File: config.mk
export PLATFORM = sky130hd
export DESIGN_NAME = bfpa_ctrl
export DESIGN_NICKNAME = d
export VERILOG_FILES = /design/src/rtl/core/bfpa_pkg.sv /design/src/rtl/core/bfpa_ctrl.sv
export SDC_FILE = /design/constraint.sdc
export NUM_CORES = 1
export LEC_CHECK = 0
export ABC_AREA = 1
export BUFFER_PORTS_ARGS = -buffer_cell sky130_fd_sc_hd__buf_2
export CORE_AREA = 3 3 40 42
export CTS_CLUSTER_SIZE = 14
export DETAILED_ROUTE_END_ITERATION = 12
export DIE_AREA = 0 0 43 45
export PLACE_DENSITY = 0.76
export SYNTH_ARGS = -nofsm -noshare
export SYNTH_HDL_FRONTEND = slang
export SYNTH_SLANG_ARGS = --single-unit
File: constraint.sdc
create_clock -name clk_i -period 3.3 [get_ports clk_i]
set_clock_uncertainty 0.1 [all_clocks]
set_input_delay 0.495 -clock clk_i [delete_from_list [all_inputs] [get_ports clk_i]]
set_output_delay 0.495 -clock clk_i [all_outputs]
set_load 0.005 [all_outputs]
File: src/rtl/core/bfpa_pkg.sv
`timescale 1ns / 1ps
// Package for the best-fit page allocator: sizes, status codes, FSM states
// and the controller/datapath command and status structs. No dependencies.
package bfpa_pkg;
  localparam int HEAP_PAGES = 1024;
  localparam int MAX_BLOCKS = 1024;
  localparam int PAGE_SHIFT = 12;
  localparam int PW = $clog2(HEAP_PAGES);
  localparam int BW = $clog2(MAX_BLOCKS);
  localparam int CW = BW + 1;
  localparam int NW = PW + 1;

  typedef enum logic [1:0] {
    ST_OK = 2'd0, ST_NO_FIT = 2'd1, ST_TABLE_FULL = 2'd2, ST_NOT_FOUND = 2'd3
  } status_e;

  typedef enum logic [3:0] {
    S_INIT, S_IDLE, S_SCAN, S_DECIDE, S_MARK, S_FRD, S_FCMP, S_CLEAR, S_SHRD, S_SHWR,
    S_DONE
  } state_e;

  typedef struct packed {
    logic init_step;
    logic start_alloc;
    logic start_free;
    logic scan_step;
    logic mark_step;
    logic append;
    logic frd;
    logic fcmp;
    logic clear_step;
    logic shrd;
    logic shwr;
    logic set_res;
    status_e res_status;
    logic res_addr_ok;
  } cmd_t;

  typedef struct packed {
    logic init_done;
    logic scan_done;
    logic found;
    logic full;
    logic mark_done;
    logic search_end;
    logic hit;
    logic clear_done;
    logic shift_done;
  } sts_t;
endpackage

File: src/rtl/core/bfpa_ctrl.sv
`timescale 1ns / 1ps
// Allocator controller FSM: sequences scan, mark, search, clear, compaction.
// Depends on bfpa_pkg.
module bfpa_ctrl (
  input  logic           clk_i,
  input  logic           rst_ni,
  input  logic           in_fire_i,
  input  logic           op_free_i,
  input  logic           out_free_i,
  input  bfpa_pkg::sts_t sts_i,
  output bfpa_pkg::cmd_t cmd_o,
  output logic           busy_o
);
  bfpa_pkg::state_e state_q, state_d;

  always_ff @(posedge clk_i or negedge rst_ni) begin
    if (!rst_ni) state_q <= bfpa_pkg::S_INIT;
    else state_q <= state_d;
  end

  always_comb begin
    state_d = state_q;
    case (state_q)
      bfpa_pkg::S_INIT: if (sts_i.init_done) state_d = bfpa_pkg::S_IDLE;
      bfpa_pkg::S_IDLE:
        if (in_fire_i) state_d = op_free_i ? bfpa_pkg::S_FRD : bfpa_pkg::S_SCAN;
      bfpa_pkg::S_SCAN: if (sts_i.scan_done) state_d = bfpa_pkg::S_DECIDE;
      bfpa_pkg::S_DECIDE:
        if (!sts_i.found || sts_i.full) state_d = bfpa_pkg::S_DONE;
        else state_d = bfpa_pkg::S_MARK;
      bfpa_pkg::S_MARK: if (sts_i.mark_done) state_d = bfpa_pkg::S_DONE;
      bfpa_pkg::S_FRD:
        if (sts_i.search_end) state_d = bfpa_pkg::S_DONE;
        else state_d = bfpa_pkg::S_FCMP;
      bfpa_pkg::S_FCMP: state_d = sts_i.hit ? bfpa_pkg::S_CLEAR : bfpa_pkg::S_FRD;
      bfpa_pkg::S_CLEAR: if (sts_i.clear_done) state_d = bfpa_pkg::S_SHRD;
      bfpa_pkg::S_SHRD:
        if (sts_i.shift_done) state_d = bfpa_pkg::S_DONE;
        else state_d = bfpa_pkg::S_SHWR;
      bfpa_pkg::S_SHWR: state_d = bfpa_pkg::S_SHRD;
      bfpa_pkg::S_DONE: if (out_free_i) state_d = bfpa_pkg::S_IDLE;
      default: state_d = bfpa_pkg::S_IDLE;
    endcase
  end

  always_comb begin
    cmd_o = '0;
    cmd_o.res_status = bfpa_pkg::ST_OK;
    case (state_q)
      bfpa_pkg::S_INIT: cmd_o.init_step = !sts_i.init_done;
      bfpa_pkg::S_IDLE: begin
        cmd_o.start_alloc = in_fire_i && !op_free_i;
        cmd_o.start_free = in_fire_i && op_free_i;
      end
      bfpa_pkg::S_SCAN: cmd_o.scan_step = 1'b1;
      bfpa_pkg::S_DECIDE: begin
        if (!sts_i.found) begin
          cmd_o.set_res = 1'b1;
          cmd_o.res_status = bfpa_pkg::ST_NO_FIT;
        end else if (sts_i.full) begin
          cmd_o.set_res = 1'b1;
          cmd_o.res_status = bfpa_pkg::ST_TABLE_FULL;
        end else begin
          cmd_o.append = 1'b1;
        end
      end
      bfpa_pkg::S_MARK: begin
        cmd_o.mark_step = 1'b1;
        if (sts_i.mark_done) begin
          cmd_o.set_res = 1'b1;
          cmd_o.res_addr_ok = 1'b1;
        end
      end
      bfpa_pkg::S_FRD: begin
        cmd_o.frd = 1'b1;
        if (sts_i.search_end) begin
          cmd_o.set_res = 1'b1;
          cmd_o.res_status = bfpa_pkg::ST_NOT_FOUND;
        end
      end
      bfpa_pkg::S_FCMP: cmd_o.fcmp = 1'b1;
      bfpa_pkg::S_CLEAR: cmd_o.clear_step = 1'b1;
      bfpa_pkg::S_SHRD: begin
        cmd_o.shrd = 1'b1;
        cmd_o.set_res = sts_i.shift_done;
      end
      bfpa_pkg::S_SHWR: cmd_o.shwr = 1'b1;
      default: ;
    endcase
  end

  assign busy_o = (state_q != bfpa_pkg::S_IDLE);

  a_done_idle: assert property (@(posedge clk_i) disable iff (!rst_ni)
    (state_q == bfpa_pkg::S_DONE && out_free_i) |=> state_q == bfpa_pkg::S_IDLE)
    else $error("done did not return to idle");
  a_decide: assert property (@(posedge clk_i) disable iff (!rst_ni)
    state_q == bfpa_pkg::S_DECIDE |=> (state_q == bfpa_pkg::S_MARK ||
      state_q == bfpa_pkg::S_DONE))
    else $error("bad decide exit");
  a_shwr: assert property (@(posedge clk_i) disable iff (!rst_ni)
    state_q == bfpa_pkg::S_SHWR |-> $past(state_q) == bfpa_pkg::S_SHRD)
    else $error("shift write without read");
endmodule

==> results.sh <==
export IMPL_status="completed"
export IMPL_tightest_slew_ps=352
export IMPL_power_density_nw_per_um2=715
export IMPL_maxCapViolCount=0
export IMPL_worst_ep_required_time_ps=2700
export IMPL_worstSetupStartpointType="flop"
export IMPL_power_total_uw=539
export IMPL_syn_inst=108
export IMPL_cts_hold_buffers=1
export IMPL_antenna_found_initial=0
export IMPL_post_cts_buffers=0
export IMPL_largest_reg_flops=4
export IMPL_synth_simple_gate_area_share_pct=62.6
export IMPL_cp_slowest_cell="dfrtp_1"
export IMPL_synth_area_um2=558
export IMPL_cp_max_fo=6
export IMPL_relSlewSlack_pct=76.5
export IMPL_tns_ps=0
export IMPL_ir_drop_mv=0.392
export IMPL_reg_top3="state_q x4"
export IMPL_p_leak_uw=0.000577
export IMPL_dr_pass1_iters=6
export IMPL_grt_first_pass_wirelength_mm=2.57
export IMPL_dpl_hpwl_mm=1.29
export IMPL_synth_mux_area_share_pct=0
export IMPL_track_usage_pct=17.1
export IMPL_rsz0062_at_grt="false"
export IMPL_synth_distinct_cells=15
export IMPL_synthTopCellsByArea="nand2_1 (26%), dfrtp_1 (18%), inv_1 (15%)"
export IMPL_period_share_pct=65.3
export IMPL_grt_max_degree=11
export IMPL_dieArea_um2=1940
export IMPL_clock_latency_ps=230
export IMPL_path_cells="nor2_1 -> nand2_1 -> nor2_1 -> nor3b_1 -> nand2_1 -> buf_2"
export IMPL_gp_congestion=0.883
export IMPL_syn_num_nets=122
export IMPL_slew_viol_final=0
export IMPL_start_util_pct=43.4
export IMPL_post_route_drc_count=0
export IMPL_overflow=0
export IMPL_numCtsBuffers=3
export IMPL_area_growth_pct=35.2
export IMPL_layout_commonest_cell="nand2_1"
export IMPL_cts_sinks=4
export IMPL_fp_row_count=13
export IMPL_synth_xor_area_share_pct=0
export IMPL_ys_seq_elements=4
export IMPL_end_kind="output pin"
export IMPL_synth_top_family_by_area="simple AND/OR/NAND/NOR gates"
export IMPL_dieHeight_um=45
export IMPL_critical_path_class="reg2out"
export IMPL_cts_resized=0
export IMPL_diodes=0
export IMPL_root_buffer="clkbuf_4"
export IMPL_layout_common_cells="nand2_1 (38), buf_2 (29), inv_1 (23)"
export IMPL_core_area_um2=1280
export IMPL_hold_viol_final=0
export IMPL_dr_total_vias=737
export IMPL_wl_mm=1.57
export IMPL_ios=30
export IMPL_worstPathArrival_ps=1560
export IMPL_fmax_ghz=0.464
export IMPL_layout_drive_gt1_share_pct=29.1
export IMPL_yosysWarnings=0
export IMPL_setup_viol=0
export IMPL_drtIter0Drc=22
export IMPL_hp_class="reg2reg"
export IMPL_ys_seq_area_share_pct=17.9
export IMPL_antenna_left=0
export IMPL_dpl_cell_count=152
export IMPL_stdcell_count=156
export IMPL_regMostFlops="state_q"
export IMPL_cts_tree="done"
export IMPL_synth_compound_area_share_pct=2.69
export IMPL_port_buffers=29
export IMPL_synth_top_area_share_pct=25.6
export IMPL_synth_area_leader_cell="nand2_1"
export IMPL_grt_pass1_vias=629
export IMPL_synth_adder_area_share_pct=0
export IMPL_clk_pin_slew_ps=30
export IMPL_viasPerCell=4.72
export IMPL_routedWlPerCell_um=10.0
export IMPL_htreeDepth=1
export IMPL_die_w_um=43
export IMPL_avgSynthCellArea_um2=5.17
export IMPL_clk_path_buf_depth=2
export IMPL_final_nets=157
export IMPL_period_needed_ps=2150
export IMPL_critPathMaxStageDelay_ps=430
-- cells by family (layout without fill, tap and decap cells) --
group,after synthesis,after routing
and+or+nand+nor,76,76
buffers and inverters,25,58
DFF,4,4
AOI/OAI and AO/OA,3,3
-- synthesized netlist by cell type --
cell	n
nand3b_2	1
nand2_1	38
nor2_4	3
inv_2	2
a21oi_1	1
nor2_1	15
o21ai_0	2
inv_1	23
nor2_2	3
nor3b_1	1
nand4_1	1
dfrtp_1	4
nand3_1	12
nand3b_1	1
nor3_1	1
-- worst max-delay path, delay by kind of cell, from the launching register on --
family | cells | cell delay (ps)
flip-flops | 1 | 430
buffers and inverters | 1 | 100
AND/OR/NAND/NOR | 5 | 800
-- final timing paths --
| check | to | slack (ps) | cells after the start | from |
|---|---|---|---|---|
| worst max register to register | state_q[0] | 1830 | 8 | state_q[0] |
| worst min register to register | state_q[1] | 470 | 2 | state_q[1] |
| worst min-delay path | state_q[1] | 470 | 2 | state_q[1] |
| min in group asynchronous | state_q[3] | 500 | 2 | rst_ni |
| worst max-delay path | cmd_o[3] | 1150 | 6 | state_q[0] |
| max in group asynchronous | state_q[1] | 2480 | 2 | rst_ni |
-- power breakdown --
part           total, uW  internal, uW  leakage [uW]  switching, uW
clock               57.4          40.5     0.0000138           17.0
combinational        377           138      0.000512            239
sequential           104          71.3     0.0000508           33.1
-- through the flow --
step	instance area, um^2	hold WS [ps]	utilization [%]	setup WS, ps
floorplan	558	99.4	-	1610
global placement	722	200	56.2	1480
detailed placement	722	200	56.2	1400
CTS	754	469	58.7	1160
global route	754	503	58.7	1020
finish	754	472	58.7	1150
-- routing by layer --
layer | up-vias | track usage (%) | part of all wire (%)
met5 | - | 0 | 0
met4 | 0 | 3.61 | 1.0
met1 | 313 | 22.6 | 45
met2 | 33 | 30.5 | 47
met3 | 2 | 1.59 | 7.2
li1 | 389 | - | -
-- cell type report --
type,count,area (um^2)
fillers,144,531
multi-input cells,79,364
repair buffers,30,155
flip-flops and latches,4,100
inverters,25,93.8
clock buffers,3,22.5
well taps,15,18.8
Note: power is estimated with default switching activity, not from simulation.
